**config.mk**
```make
export PLATFORM = sky130hd
export DESIGN_NAME = min_max_bucket_decimator_unit
export DESIGN_NICKNAME = d
export VERILOG_FILES = /design/src/design/mmbd_pkg.sv /design/src/design/min_max_bucket_decimator_unit.sv /design/src/design/mmbd_front.sv /design/src/design/mmbd_fifo.sv /design/src/design/mmbd_back.sv
export SDC_FILE = /design/constraint.sdc
export NUM_CORES = 1
export LEC_CHECK = 0
export BUFFER_PORTS_ARGS = -buffer_cell sky130_fd_sc_hd__buf_4
export CAP_MARGIN = 10
export CORE_MARGIN = 10
export CORE_UTILIZATION = 60
export CTS_CLUSTER_DIAMETER = 80
export DETAILED_ROUTE_END_ITERATION = 16
export PLACE_DENSITY_LB_ADDON = 0.1
export SETUP_SLACK_MARGIN = 0.02
export SKIP_LAST_GASP = 1
export SYNTH_ARGS = -nofsm -noshare
export SYNTH_HDL_FRONTEND = slang
export SYNTH_SLANG_ARGS = --single-unit
```
**constraint.sdc**
```tcl
create_clock -name clk -period 9.16 [get_ports clk]
set_clock_uncertainty 0.15 [all_clocks]
set_input_delay 2.29 -clock clk [delete_from_list [all_inputs] [get_ports clk]]
set_output_delay 2.29 -clock clk [all_outputs]
set_load 0.02 [all_outputs]
```
**src/design/mmbd_pkg.sv**
```systemverilog
// Shared types and constants for the min/max bucket decimator.
// Used by the front, queue, back and top-level modules.

package mmbd_pkg;

  localparam int SAMPLE_BITS   = 16;
  localparam int COUNT_BITS    = 24;
  localparam int TARGET_BITS   = 16;
  localparam int ACC_BITS      = COUNT_BITS + 16;
  localparam int CFG_DATA_BITS = (COUNT_BITS > TARGET_BITS) ? COUNT_BITS : TARGET_BITS;
  localparam int CFG_IDX_BITS  = 1;

  localparam int QUEUE_DEPTH   = 4;
  localparam int QUEUE_AW      = $clog2(QUEUE_DEPTH);

  // Smallest budget that enables decimation, and the two end points it reserves.
  localparam int MIN_TARGET    = 3;
  localparam int END_POINTS    = 2;

  typedef enum logic [CFG_IDX_BITS-1:0] {
    CFG_SAMPLE_COUNT  = 1'b0,
    CFG_TARGET_POINTS = 1'b1
  } mmbd_cfg_idx_t;

  // One queue entry: one or two results caused by one sample.
  typedef struct packed {
    logic signed [SAMPLE_BITS-1:0] first_val;
    logic signed [SAMPLE_BITS-1:0] second_val;
    logic                          two;
    logic                          fin;
  } mmbd_entry_t;

  // Handshake between the queue and the back end.
  typedef struct packed {
    logic        valid;
    mmbd_entry_t entry;
  } mmbd_head_t;

endpackage

```
**src/design/min_max_bucket_decimator_unit.sv**
```systemverilog
// Min/max bucket decimator, top level.
// Connects the front end, result queue and back end. Uses mmbd_pkg.
//
// Usage:
//   Write sample_count (index 0) and target_points (index 1) on the cfg port
//   between series. Samples enter on in_* one per accepted request, in series
//   order. Each sample causes zero, one or two results on out_*; out_final_res
//   marks the last result of a series. With sample_count zero samples are
//   dropped without results.
// Timing:
//   A sample is taken every cycle while the queue has room. Its results pass
//   through the queue and then the output register. The back end delivers
//   one result per cycle while out_stall is low, so the min and max of one
//   bucket leave one after the other; the four-entry queue absorbs these bursts.
// Stall:
//   out_stall holds the output register; the queue fills and then in_stall
//   rises until the receiver takes results again. Nothing is dropped.
// Reset:
//   rst_n (synchronous) clears configuration to zero, the series position,
//   the queue and the output valid; the first sample after reset starts a series.

module min_max_bucket_decimator_unit
  import mmbd_pkg::*;
(
  input  logic                          clk,
  input  logic                          rst_n,
  input  logic                          cfg_wr_en,
  input  logic [CFG_IDX_BITS-1:0]       cfg_index,
  input  logic [CFG_DATA_BITS-1:0]      cfg_wdata,
  input  logic                          in_valid,
  output logic                          in_stall,
  input  logic signed [SAMPLE_BITS-1:0] in_sample,
  output logic                          out_valid,
  input  logic                          out_stall,
  output logic signed [SAMPLE_BITS-1:0] out_value,
  output logic                          out_final_res
);

  logic        push;
  mmbd_entry_t push_entry;
  logic        q_full;
  logic        pop;
  mmbd_head_t  head;

  mmbd_front u_front (
    .clk        (clk),
    .rst_n      (rst_n),
    .cfg_wr_en  (cfg_wr_en),
    .cfg_index  (cfg_index),
    .cfg_wdata  (cfg_wdata),
    .in_valid   (in_valid),
    .in_stall   (in_stall),
    .in_sample  (in_sample),
    .q_full     (q_full),
    .push       (push),
    .push_entry (push_entry)
  );

  mmbd_fifo u_fifo (
    .clk        (clk),
    .rst_n      (rst_n),
    .push       (push),
    .push_entry (push_entry),
    .full       (q_full),
    .pop        (pop),
    .head       (head)
  );

  mmbd_back u_back (
    .clk           (clk),
    .rst_n         (rst_n),
    .head          (head),
    .pop           (pop),
    .out_valid     (out_valid),
    .out_stall     (out_stall),
    .out_value     (out_value),
    .out_final_res (out_final_res)
  );

endmodule

```
**src/design/mmbd_front.sv**
```systemverilog
// Front end: holds configuration, tracks series position and bucket min/max,
// and pushes the results of each accepted sample into the queue. Uses mmbd_pkg.

module mmbd_front
  import mmbd_pkg::*;
(
  input  logic                          clk,
  input  logic                          rst_n,
  input  logic                          cfg_wr_en,
  input  logic [CFG_IDX_BITS-1:0]       cfg_index,
  input  logic [CFG_DATA_BITS-1:0]      cfg_wdata,
  input  logic                          in_valid,
  output logic                          in_stall,
  input  logic signed [SAMPLE_BITS-1:0] in_sample,
  input  logic                          q_full,
  output logic                          push,
  output mmbd_entry_t                   push_entry
);

  logic [COUNT_BITS-1:0]         count_r, count_nxt;
  logic [TARGET_BITS-1:0]        target_r, target_nxt;
  logic [COUNT_BITS-1:0]         idx_r, idx_nxt;
  logic [ACC_BITS-1:0]           pos_r, pos_nxt;
  logic [ACC_BITS-1:0]           bound_r, bound_nxt;
  logic signed [SAMPLE_BITS-1:0] low_r, low_nxt;
  logic signed [SAMPLE_BITS-1:0] high_r, high_nxt;
  logic [COUNT_BITS-1:0]         lpos_r, lpos_nxt;
  logic [COUNT_BITS-1:0]         hpos_r, hpos_nxt;
  logic                          open_r, open_nxt;

  logic                          accept;
  logic [COUNT_BITS:0]           idx_inc;
  logic                          last;
  logic                          pass_through;
  logic [TARGET_BITS-1:0]        buckets_raw;
  logic [TARGET_BITS-1:0]        buckets;
  logic [ACC_BITS-1:0]           span;
  logic                          crossing;
  logic signed [SAMPLE_BITS-1:0] low_upd, high_upd;
  logic [COUNT_BITS-1:0]         lpos_upd, hpos_upd;

  assign in_stall = q_full;
  assign accept   = in_valid && !in_stall;

  assign idx_inc      = {1'b0, idx_r} + {{COUNT_BITS{1'b0}}, 1'b1};
  assign last         = idx_inc >= {1'b0, count_r};
  assign pass_through = (CFG_DATA_BITS'(count_r) <= CFG_DATA_BITS'(target_r)) ||
                        (target_r < TARGET_BITS'(MIN_TARGET));
  assign buckets_raw  = (target_r - TARGET_BITS'(END_POINTS)) >> 1;
  assign buckets      = (buckets_raw == '0) ? TARGET_BITS'(1) : buckets_raw;
  assign span         = ACC_BITS'(count_r) - ACC_BITS'(END_POINTS);
  assign crossing     = pos_r > bound_r;

  // Running min/max including the current sample; first occurrence wins ties.
  always_comb begin
    low_upd  = low_r;
    high_upd = high_r;
    lpos_upd = lpos_r;
    hpos_upd = hpos_r;
    if (!open_r) begin
      low_upd  = in_sample;
      high_upd = in_sample;
      lpos_upd = idx_r;
      hpos_upd = idx_r;
    end else begin
      if (in_sample < low_r) begin
        low_upd  = in_sample;
        lpos_upd = idx_r;
      end
      if (in_sample > high_r) begin
        high_upd = in_sample;
        hpos_upd = idx_r;
      end
    end
  end

  always_comb begin
    count_nxt  = count_r;
    target_nxt = target_r;
    if (cfg_wr_en) begin
      case (cfg_index)
        CFG_SAMPLE_COUNT:  count_nxt  = cfg_wdata[COUNT_BITS-1:0];
        CFG_TARGET_POINTS: target_nxt = cfg_wdata[TARGET_BITS-1:0];
        default: ;
      endcase
    end
  end

  always_comb begin
    idx_nxt    = idx_r;
    pos_nxt    = pos_r;
    bound_nxt  = bound_r;
    low_nxt    = low_r;
    high_nxt   = high_r;
    lpos_nxt   = lpos_r;
    hpos_nxt   = hpos_r;
    open_nxt   = open_r;
    push       = 1'b0;
    push_entry = '{first_val: in_sample, second_val: in_sample, two: 1'b0, fin: 1'b0};

    if (accept && (count_r != '0)) begin
      if (pass_through || last) begin
        push           = 1'b1;
        push_entry.fin = last;
        if (last) begin
          idx_nxt  = '0;
          open_nxt = 1'b0;
        end else begin
          idx_nxt = idx_inc[COUNT_BITS-1:0];
        end
      end else if (idx_r == '0) begin
        // First sample: emit it and arm the accumulators.
        push      = 1'b1;
        pos_nxt   = ACC_BITS'({buckets, 1'b0});
        bound_nxt = span;
        open_nxt  = 1'b0;
        idx_nxt   = idx_inc[COUNT_BITS-1:0];
      end else begin
        low_nxt  = low_upd;
        high_nxt = high_upd;
        lpos_nxt = lpos_upd;
        hpos_nxt = hpos_upd;
        open_nxt = 1'b1;
        if (crossing) begin
          // Close the bucket: emit min and max in order of occurrence.
          push = 1'b1;
          if (lpos_upd <= hpos_upd) begin
            push_entry.first_val  = low_upd;
            push_entry.second_val = high_upd;
            push_entry.two        = (hpos_upd != lpos_upd);
          end else begin
            push_entry.first_val  = high_upd;
            push_entry.second_val = low_upd;
            push_entry.two        = 1'b1;
          end
          open_nxt  = 1'b0;
          bound_nxt = bound_r + span;
        end
        pos_nxt = pos_r + ACC_BITS'(buckets);
        idx_nxt = idx_inc[COUNT_BITS-1:0];
      end
    end
  end

  always_ff @(posedge clk) begin
    if (!rst_n) begin
      count_r  <= '0;
      target_r <= '0;
      idx_r    <= '0;
      pos_r    <= '0;
      bound_r  <= '0;
      low_r    <= '0;
      high_r   <= '0;
      lpos_r   <= '0;
      hpos_r   <= '0;
      open_r   <= 1'b0;
    end else begin
      count_r  <= count_nxt;
      target_r <= target_nxt;
      idx_r    <= idx_nxt;
      pos_r    <= pos_nxt;
      bound_r  <= bound_nxt;
      low_r    <= low_nxt;
      high_r   <= high_nxt;
      lpos_r   <= lpos_nxt;
      hpos_r   <= hpos_nxt;
      open_r   <= open_nxt;
    end
  end

endmodule

```
**src/design/mmbd_fifo.sv**
```systemverilog
// Short queue of result entries between the front and back ends.
// Uses mmbd_pkg for the entry type and depth.

module mmbd_fifo
  import mmbd_pkg::*;
(
  input  logic        clk,
  input  logic        rst_n,
  input  logic        push,
  input  mmbd_entry_t push_entry,
  output logic        full,
  input  logic        pop,
  output mmbd_head_t  head
);

  mmbd_entry_t         mem_r [QUEUE_DEPTH];
  logic [QUEUE_AW-1:0] wr_ptr_r, wr_ptr_nxt;
  logic [QUEUE_AW-1:0] rd_ptr_r, rd_ptr_nxt;
  logic [QUEUE_AW:0]   count_r, count_nxt;
  logic                empty;

  assign full       = count_r == (QUEUE_AW + 1)'(QUEUE_DEPTH);
  assign empty      = count_r == '0;
  assign head.valid = !empty;
  assign head.entry = mem_r[rd_ptr_r];

  always_comb begin
    wr_ptr_nxt = push ? wr_ptr_r + QUEUE_AW'(1) : wr_ptr_r;
    rd_ptr_nxt = pop  ? rd_ptr_r + QUEUE_AW'(1) : rd_ptr_r;
    count_nxt  = count_r;
    if (push && !pop) begin
      count_nxt = count_r + (QUEUE_AW + 1)'(1);
    end else if (pop && !push) begin
      count_nxt = count_r - (QUEUE_AW + 1)'(1);
    end
  end

  always_ff @(posedge clk) begin
    if (push) begin
      mem_r[wr_ptr_r] <= push_entry;
    end
  end

  always_ff @(posedge clk) begin
    if (!rst_n) begin
      wr_ptr_r <= '0;
      rd_ptr_r <= '0;
      count_r  <= '0;
    end else begin
      wr_ptr_r <= wr_ptr_nxt;
      rd_ptr_r <= rd_ptr_nxt;
      count_r  <= count_nxt;
    end
  end

`ifndef SYNTH
  a_no_push_full: assert property (@(posedge clk) disable iff (!rst_n)
    push |-> !full) else $error("push into full queue");
  a_no_pop_empty: assert property (@(posedge clk) disable iff (!rst_n)
    pop |-> !empty) else $error("pop from empty queue");
  a_count_range: assert property (@(posedge clk) disable iff (!rst_n)
    count_r <= (QUEUE_AW + 1)'(QUEUE_DEPTH)) else $error("queue count out of range");
  a_ptr_gap: assert property (@(posedge clk) disable iff (!rst_n)
    (count_r != '0 && !full) |-> (wr_ptr_r != rd_ptr_r))
    else $error("queue pointers disagree with count");
`endif

endmodule

```
**src/design/mmbd_back.sv**
```systemverilog
// Back end: takes entries from the queue and sends their one or two results
// through the output register. Uses mmbd_pkg.

module mmbd_back
  import mmbd_pkg::*;
(
  input  logic                          clk,
  input  logic                          rst_n,
  input  mmbd_head_t                    head,
  output logic                          pop,
  output logic                          out_valid,
  input  logic                          out_stall,
  output logic signed [SAMPLE_BITS-1:0] out_value,
  output logic                          out_final_res
);

  logic                          out_valid_r, out_valid_nxt;
  logic signed [SAMPLE_BITS-1:0] out_value_r, out_value_nxt;
  logic                          out_fin_r, out_fin_nxt;
  logic                          pend_valid_r, pend_valid_nxt;
  logic signed [SAMPLE_BITS-1:0] pend_value_r, pend_value_nxt;
  logic                          pend_fin_r, pend_fin_nxt;
  logic                          load;

  assign load          = !out_valid_r || !out_stall;
  assign out_valid     = out_valid_r;
  assign out_value     = out_value_r;
  assign out_final_res = out_fin_r;

  always_comb begin
    out_valid_nxt  = out_valid_r;
    out_value_nxt  = out_value_r;
    out_fin_nxt    = out_fin_r;
    pend_valid_nxt = pend_valid_r;
    pend_value_nxt = pend_value_r;
    pend_fin_nxt   = pend_fin_r;
    pop            = 1'b0;
    if (load) begin
      if (pend_valid_r) begin
        out_valid_nxt  = 1'b1;
        out_value_nxt  = pend_value_r;
        out_fin_nxt    = pend_fin_r;
        pend_valid_nxt = 1'b0;
      end else if (head.valid) begin
        // Hold the second value of a pair until the first is taken.
        pop            = 1'b1;
        out_valid_nxt  = 1'b1;
        out_value_nxt  = head.entry.first_val;
        out_fin_nxt    = head.entry.fin && !head.entry.two;
        pend_valid_nxt = head.entry.two;
        pend_value_nxt = head.entry.second_val;
        pend_fin_nxt   = head.entry.fin;
      end else begin
        out_valid_nxt = 1'b0;
      end
    end
  end

  always_ff @(posedge clk) begin
    if (!rst_n) begin
      out_valid_r  <= 1'b0;
      pend_valid_r <= 1'b0;
    end else begin
      out_valid_r  <= out_valid_nxt;
      pend_valid_r <= pend_valid_nxt;
    end
  end

  always_ff @(posedge clk) begin
    out_value_r  <= out_value_nxt;
    out_fin_r    <= out_fin_nxt;
    pend_value_r <= pend_value_nxt;
    pend_fin_r   <= pend_fin_nxt;
  end

`ifndef SYNTH
  a_pend_behind_out: assert property (@(posedge clk) disable iff (!rst_n)
    pend_valid_r |-> out_valid_r) else $error("pending result without shown result");
  a_pop_only_free: assert property (@(posedge clk) disable iff (!rst_n)
    pop |-> (load && !pend_valid_r)) else $error("pop while output busy");
  a_final_not_split: assert property (@(posedge clk) disable iff (!rst_n)
    (out_valid_r && out_fin_r) |-> !pend_valid_r) else $error("final flag before pair end");
`endif

endmodule
```
; Word level (Yosys, flattened, before mapping)
; Memory sizes are Yosys's and may differ from the RTL's. A register that Yosys moved wholly into a read port is not among the register bits.
; Index checks and enable logic that the tools add are counted.
[totals]
ramBits = 136
memories = 1
elab_cells = 117
reg_bits = 268
[classes]
eq_ne = 4
add_sub_neg = 9
bitwise_logic = 5
muxes = 44
n_reduce_logical = 28
n_lt_le_gt_ge = 7
[mem_list]
columns = memory, words, width, rd, rd_ports_with_merged_regs, write_ports, line_no
row1 = u_fifo.mem_r, 4, 34, 1, 1, 1, mmbd_fifo.sv:16  ; mmbd_entry_t mem_r [QUEUE_DEPTH];
[ops]
columns = operator, count
row1 = $mux 24, 6
row2 = $mux 33, 4
row3 = $mux 40, 3
row4 = $mux 16, 6
row5 = $add 40x16->40, 1
row6 = $add 40x40->40, 1
row7 = $gt 40x40->1, 1
row8 = $mux 34, 1
row9 = $add 24x1->25 const B, 1
row10 = $ge 25x24->1, 1
row11 = $sub 24x2->25 const B, 1
row12 = $le 24x16->1, 1
row13 = $le 24x24->1, 1
row14 = $logic_not 24->1, 1
row15 = $ne 24x24->1, 1
row16 = $reduce_bool 24->1, 1
row17 = $mux 1, 19
row18 = $gt 16x16->1, 1
row19 = $logic_not 16->1, 1
row20 = $lt 16x16->1, 1
row21 = $lt 16x2->1 const B, 1
row22 = $sub 16x2->16 const B, 1
row23 = $mux 15, 1
row24 = $reduce_and 2->1, 5
row25 = other kinds (14), 36

; Longest topological paths before layout
; Gate-level depths: netlist (run 1).
[logic_depth]
word_depth = 9
mapped_depth = 24

; Hierarchy
; Synthesis (run 1) repeated with hierarchy kept, for this count alone.
[unflattened]
cells_unflattened = 2617
area_unflattened_um2 = 24146.9
[by_module_without_submodules]
columns = module, instances, seq_area_each_um2, cells_each, area_per_inst_um2
row1 = mmbd_front, 1, 4504.3, 2331, 17418.0
row2 = mmbd_fifo, 1, 4264.1, 221, 5401.4
row3 = mmbd_back, 1, 1061.0, 65, 1327.5

; Worst setup path before layout (run 1)
; No wires, ideal clock.
[synth_path]
path_kind = input port to flip-flop
startpoint = in in_sample[9]
endpoint = mem u_fifo.mem_r[0][10] (netlist name) (data pin)
path_buffers = 5
required_ns = 8.826
setup_time_ns = 0.184
arrival_ns = 7.069
cell_stages = 23
setup_slack_ns = 1.757
path_cell_list = ha_1 a21o_1 a21o_1 a21oi_1 nor2_1 a2111oi_0 a21o_1 buf_2 clkbuf_1 mux2_2 ha_1 a2111oi_0 o21ai_0 o2111ai_1 a211o_1 nand3_1 o31a_1 clkbuf_1 nand2b_1 clkbuf_1 clkbuf_1 o22ai_1 a2bb2oi_1
[synth_lines]
columns = item, line_no
row1 = from (decl), min_max_bucket_decimator_unit.sv:32  ; input logic signed [SAMPLE_BITS-1:0] in_sample,
row2 = to (decl), mmbd_fifo.sv:16

==> flow_summary.yaml, run 1 <==
sta:
  rsz0062_at_grt: "no"
  worst_pin_slew_ns: 1.163
  fmax_mhz: 129.1
  drv_slew: 0
  max_slew_margin_pct: 21.44
  period_needed_ns: 7.749
  setup_viol_count_final: 0
  whs_ns: 0.3159
  min_period_over_period_pct: 84.59
  hold_viol: 0
  setup-tns-final_ns: 0
cts:
  cts_inserted_buffers: 45
  root_buffer: "clkbuf_16"
  cts_hold_buf: 0
  clkSinkCount: 406
  clk_latency_ns: 0.60
  cts_resized: 0
  post_cts_buffers: 0
  clk_path_buf_depth: 3
  clkTransAtPathRegs_ns: 0.06
  htree_levels: 2
  cts_tree: "built"
logic_synthesis:
  yosysSeqAreaShare_pct: 40.87
  synth.area.top_cells: "edfxtp_1 (21%), dfxtp_1 (20%), ha_1 (10%)"
  netlist_instances: 2554
  ys.flop_type: "dfxtp_1"
  synth_top_area_share_pct: 21.22
  synth_cell_type_count: 76
  ys_seq_elements: 406
  synth.cell_area_um2: 24050
  ys.warnings.count: 0
  synth-edff-count: 170
  syn_nets: 2802
  yosysTopAreaCell: "edfxtp_1"
  synthArstFlopShare_pct: 0
  avgSynthCellArea_um2: 9.417
worst_setup_path:
  crit_fanout: 17
  cp.arrival_ns: 7.82
  critPathCaptureType: "register"
  crit_type: "input port to register"
  r2r_setup_slack_ns: 2.10
  start_kind: "input port"
  critPathRequiredTime_ns: 9.23
job:
  maxCapViolations: 0
grt:
  grt_use_total_pct: 25.02
  grt_max_degree: 112
  antenna_found_initial: 0
  grt_pass1_vias: 18630
  grt_pass1_wl_um: 98500
  grt-ovfl-total: 0
placed_design:
  post-dp-hpwl_um: 42590
  place_area_um2: 24800
  io_buffer_count: 64
  gp_congestion: 0.9121
pwr:
  cellLeakagePower_nw: 10.18
  p_per_area_nw_per_um2: 245.0
  vdd.ir_drop.worst_v: 0.0001563
  p_total_mw: 6.471
routing:
  drc_errors: 0
  firstDrtPassIters: 5
  drtIter0Drc: 1749
  ant_nets: 0
  via_count: 19440
  routed_wl_um: 61720
  avgViaCountPerCell: 6.264
  wl_per_cell_um: 19.88
hold_path:
  hold_path.class: "register to register"
final_layout:
  layout-drive-gt1-share_pct: 10.59
  layout.nets: 2790
  fin_area_um2: 26410
  area_delta_synth_final_pct: 9.790
floorplanning:
  core_um2: 39640
  die_h_um: 220.2
  fp.dieW_um: 220.2
  start_util_pct: 60.67
  die_area_um2: 48490
  ioPinCount: 65
  rows: 73
status:
  status: "finished, final reports clean"
-- through the flow --
stage	instances	utilization [%]	setup slack [ns]
final	3104	66.62	1.411
after global routing	3103	66.61	1.022
after CTS	3103	66.61	1.528
after detailed placement	3020	62.57	0.9009
after global placement	3020	62.57	1.072
after floorplan	2554	-	1.757
-- critical path, cell delays in order --
cell	delay, ns
buf_4	0.14
ha_1	0.31
a21o_1	0.18
a21o_1	0.17
a21oi_1	0.13
nor2_1	0.05
a2111oi_0	0.35
a21o_1	0.65
mux2_2	0.42
ha_1	0.30
a2111oi_0	0.39
o21ai_0	0.14
o2111ai_1	0.14
a211o_1	0.18
nand3_1	0.13
o31ai_2	0.74
nand2b_1	0.56
o22ai_1	0.35
a2bb2oi_1	0.19
-- logic make-up after synthesis --
family	count (synthesis)	share of synthesized area (%)
compound gates	647	17.72
xor+xnor	98	3.569
fa+ha+maj	202	10.60
buf+inv	296	4.848
flops	406	40.87
mux	123	7.179
simple gates	782	15.22
-- Yosys cell counts, types with 48 or more instances --
cell type    n
o21ai_0    108
a21oi_1    192
nor2_1     208
mux2_2      56
edfxtp_1   170
nor3_1      60
a211oi_1    64
ha_1       199
inv_1      147
clkbuf_1   118
nand3_1     48
a21o_1      53
xnor2_1     71
nand2_1    262
dfxtp_1    236
-- registers in the layout (all words and copies together) (netlist names), 24 cells and up, named ones only --
signal	cells
u_fifo.mem_r	136
u_front.bound_r	40
u_front.pos_r	40
u_front.count_r	24
u_front.hpos_r	24
u_front.idx_r	24
u_front.lpos_r	24
-- path summary, 6_finish.rpt --
| path | to | start | depth (start not counted) |
|---|---|---|---|
| setup / recovery | u_fifo.mem_r[0][20] | in_sample[9] | 19 |
| hold reg to reg | u_front.target_r[13] | u_front.target_r[13] | 2 |
| hold / removal | u_front.target_r[13] | u_front.target_r[13] | 2 |
| setup reg to reg | u_fifo.mem_r[0][32] | u_front.idx_r[4] | 16 |
-- power by group --
group	internal (mW)	leakage (nW)	total, mW	switching (mW)
logic	0.854	5.93	2.16	1.31
registers	2.22	3.49	2.38	0.159
clock network	1.16	0.764	1.93	0.767
total	4.24	10.2	6.47	2.23
-- routing by layer --
metal / track usage, % / share of wire (%) / vias to the layer above
li1: - / - / 9338
met1: 33.98 / 45 / 9370
met2: 41.05 / 47 / 638
met3: 3.250 / 6.0 / 97
met4: 7.647 / 2.4 / 0
met5: 0 / 0 / -
-- final cells by class --
| type | count | area (um^2) |
|---|---|---|
| well taps | 525 | 656.9 |
| inverters | 149 | 566.8 |
| clock buffers | 59 | 1239 |
| flip-flops and latches | 406 | 9831 |
| multi-input cells | 1852 | 13090 |
| fillers | 3165 | 13230 |
| clock inverters | 24 | 362.8 |
| diodes | 1 | 2.502 |
| repair buffers | 88 | 660.6 |
-- placed cells by master (no fill, tap or decap), types with 71 or more instances in the layout --
cell,instances
dfxtp_1,235
buf_4,88
inv_1,147
ha_1,199
nand2_1,261
a21oi_1,192
edfxtp_1,170
nor2_1,207
xnor2_1,71
o21ai_0,108
(Power assumes the default switching activity.)
==> inputs of run 2 (changes only) <==
--- a/config.mk
+++ b/config.mk
@@ -5,10 +5,11 @@
 export SDC_FILE = /design/constraint.sdc
 export NUM_CORES = 1
 export LEC_CHECK = 0
+export ABC_AREA = 1
 export BUFFER_PORTS_ARGS = -buffer_cell sky130_fd_sc_hd__buf_4
 export CAP_MARGIN = 10
 export CORE_MARGIN = 10
-export CORE_UTILIZATION = 60
+export CORE_UTILIZATION = 58
 export CTS_CLUSTER_DIAMETER = 80
 export DETAILED_ROUTE_END_ITERATION = 16
 export PLACE_DENSITY_LB_ADDON = 0.1
==> constraint.sdc (replaced) <==
create_clock -name clk -period 6.8 [get_ports clk]
set_clock_uncertainty 0.15 [all_clocks]
set_input_delay 1.7 -clock clk [delete_from_list [all_inputs] [get_ports clk]]
set_output_delay 1.7 -clock clk [all_outputs]
set_load 0.02 [all_outputs]
==> run 2 against run 1 <==
Effect of this change:
- first-iteration DRC count up 35%
- hold slack worse by 0.0028 ns
- critical path type unchanged
- global-route usage up 3.4 points
- synthesized cell count up 43%
- critical endpoint is now u_fifo.mem_r[3][27]
- clock power up 33%
==> flow_summary.yaml, run 2 <==
routing:
  routed_wl_um: 79030
  via_count: 24900
  avgViaCountPerCell: 5.813
  ant_nets: 0
  firstDrtPassIters: 6
  wl_per_cell_um: 18.45
  drc_errors: 0
  drtIter0Drc: 2363
worst_setup_path:
  start_kind: "input port"
  r2r_cells: 21
  r2r-end: "u_fifo.mem_r[1][11]"
  startpoint: "in_sample[5]"
  crit_top_cell: "nand2_1"
  crit_buf_inv: 4
  cp_top_family: "simple AND/OR/NAND/NOR gates"
  crit_type: "input port to register"
  r2r_setup_slack_ns: 1.13
  regToRegStartpoint: "u_front.idx_r[3]"
  slowest_delay_ns: 0.45
  critPathCaptureType: "register"
  critPathRequiredTime_ns: 6.94
  cp_slowest_cell: "nand3_2"
  crit_end: "u_fifo.mem_r[3][27]"
  cp.arrival_ns: 5.84
  crit_cells: 25
  crit_fanout: 32
placed_design:
  placed_cells: 4203
  io_buffer_count: 64
  gp_congestion: 0.9748
  place_area_um2: 26970
  post-dp-hpwl_um: 57250
final_layout:
  largest_registers: "u_fifo.mem_r (136), u_front.bound_r (40), u_front.pos_r (40)"
  largest_register_ffs: 136
  layout.nets: 3906
  final_util_pct: 64.32
  top_register: "u_fifo.mem_r"
  layout-drive-gt1-share_pct: 5.580
  finalNonFillerCells: 4284
  area_delta_synth_final_pct: 9.292
  final_cell_mix: "nand2_1 (865), nor2_1 (528), inv_1 (373), a21oi_1 (321), o21ai_0 (313)"
  diodes: 0
  fin_area_um2: 28500
  layout_commonest_cell: "nand2_1"
cts:
  clk_latency_ns: 0.63
  clk_path_buf_depth: 3
  htree_levels: 2
  root_buffer: "clkbuf_16"
  cts_hold_buf: 0
  cts_resized: 0
  clkSinkCount: 406
  cts_inserted_buffers: 45
  clkTransAtPathRegs_ns: 0.06
  cts_tree: "built"
  post_cts_buffers: 0
logic_synthesis:
  synthTopCellsByCount: "nand2_1 (866), nor2_1 (532), inv_1 (373)"
  yosysTopAreaCell: "edfxtp_1"
  synth.cell_area_um2: 26080
  synthArstFlopShare_pct: 0
  yosysMostFrequentCell: "nand2_1"
  ys.flop_type: "dfxtp_1"
  synth_cell_type_count: 47
  avgSynthCellArea_um2: 7.132
  ys_seq_elements: 406
  synth-edff-count: 170
  synth_top_area_share_pct: 19.57
  yosysSeqAreaShare_pct: 37.69
  synth.area.top_cells: "edfxtp_1 (20%), dfxtp_1 (18%), nand2_1 (12%)"
  ys.warnings.count: 0
  syn_nets: 3905
  netlist_instances: 3657
grt:
  grt_pass1_vias: 22710
  grt_use_total_pct: 28.42
  grt_max_degree: 131
  grt-ovfl-total: 0
  grt_pass1_wl_um: 122500
  antenna_found_initial: 0
floorplanning:
  core_um2: 44320
  start_util_pct: 58.85
  die_h_um: 232.1
  die_area_um2: 53850
  ioPinCount: 65
  rows: 77
  fp.dieW_um: 232.1
sta:
  setup_viol_count_final: 0
  max_slew_margin_pct: 19.08
  worst_pin_slew_ns: 1.211
  drv_slew: 0
  rsz0062_at_grt: "no"
  period_needed_ns: 5.701
  fmax_mhz: 175.4
  setup-tns-final_ns: 0
  min_period_over_period_pct: 83.84
  hold_viol: 0
hold_path:
  hold_path.class: "register to register"
job:
  maxCapViolations: 0
pwr:
  p_per_area_nw_per_um2: 343.2
  p_total_mw: 9.782
  vdd.ir_drop.worst_v: 0.0003147
  cellLeakagePower_nw: 12.56
status:
  status: "finished, final reports clean"
==> run 2: cell count changes after synthesis, moves of 41 or more <==
cell / change
nand2_1: +604
nor2_1: +324
inv_1: +226
o21ai_0: +205
a21oi_1: +129
nand3_1: +108
a211oi_1: -63
mux2_2: -56
xnor2_1: -56
a21o_1: -44
a2bb2oi_1: -41
==> run 2: worst min-delay path by stage <==
stage | from | cells after the start | to | slack (ns)
detailed placement | u_front.lpos_r[4] | 2 | u_front.lpos_r[4] | 0.31
global placement | u_front.lpos_r[9] | 2 | u_front.lpos_r[9] | 0.30
CTS | u_front.lpos_r[23] | 2 | u_front.lpos_r[23] | 0.31
global route | u_front.lpos_r[21] | 2 | u_front.lpos_r[21] | 0.33
floorplan | u_fifo.rd_ptr_r[1] | 2 | register | 0.29
finish | u_front.lpos_r[15] | 2 | u_front.lpos_r[15] | 0.31
==> run 2: area by class of cell <==
cell class / instances / area (um^2)
Sequential cell: 406 / 9831
Inverter: 383 / 1438
Fill cell: 4038 / 15810
Timing Repair Buffer: 88 / 685.7
Multi-Input combinational cell: 2734 / 14270
Clock buffer: 59 / 1212
Tap cell: 592 / 740.7
Clock inverter: 22 / 324.1
==> run 2: stage by stage <==
stage                     setup slack [ns]  hold WS [ns]
after floorplan                      1.327        0.2862
after global placement              0.7104        0.2988
after detailed placement            0.6243        0.3059
after CTS                            1.199        0.3137
after global routing                0.6811        0.3280
final                                1.099        0.3131
==> run 2: metal layers <==
metal  track usage [%]  up-vias  wire length, um
li1                  -    12090                -
met4             8.025        0             1764
met2             43.65     1036            34770
met5                 0        -                0
met3             5.424      114             7074
met1             40.03    11660            35420
==> run 2: where the power goes <==
part           internal (mW)  switching, mW
logic                   1.22           2.72
clock network           1.50           1.06
registers               3.06          0.225
==> run 2: worst min-delay path: stages, from the launching register on <==
cell and delay [ns]:
dfxtp_1 0.31, nand2_1 0.06, a21oi_1 0.05
==> run 2: cells by family (layout without fill, tap and decap cells) <==
group           count (synthesis)  after routing  synth area share, %
xor+xnor                       77             77                2.586
flops                         406            406                37.69
mux                            13             13               0.4989
simple gates                 1709           1709                26.85
buf+inv                       517            552                7.767
compound gates                733            733                14.83
fa+ha+maj                     202            202                9.777
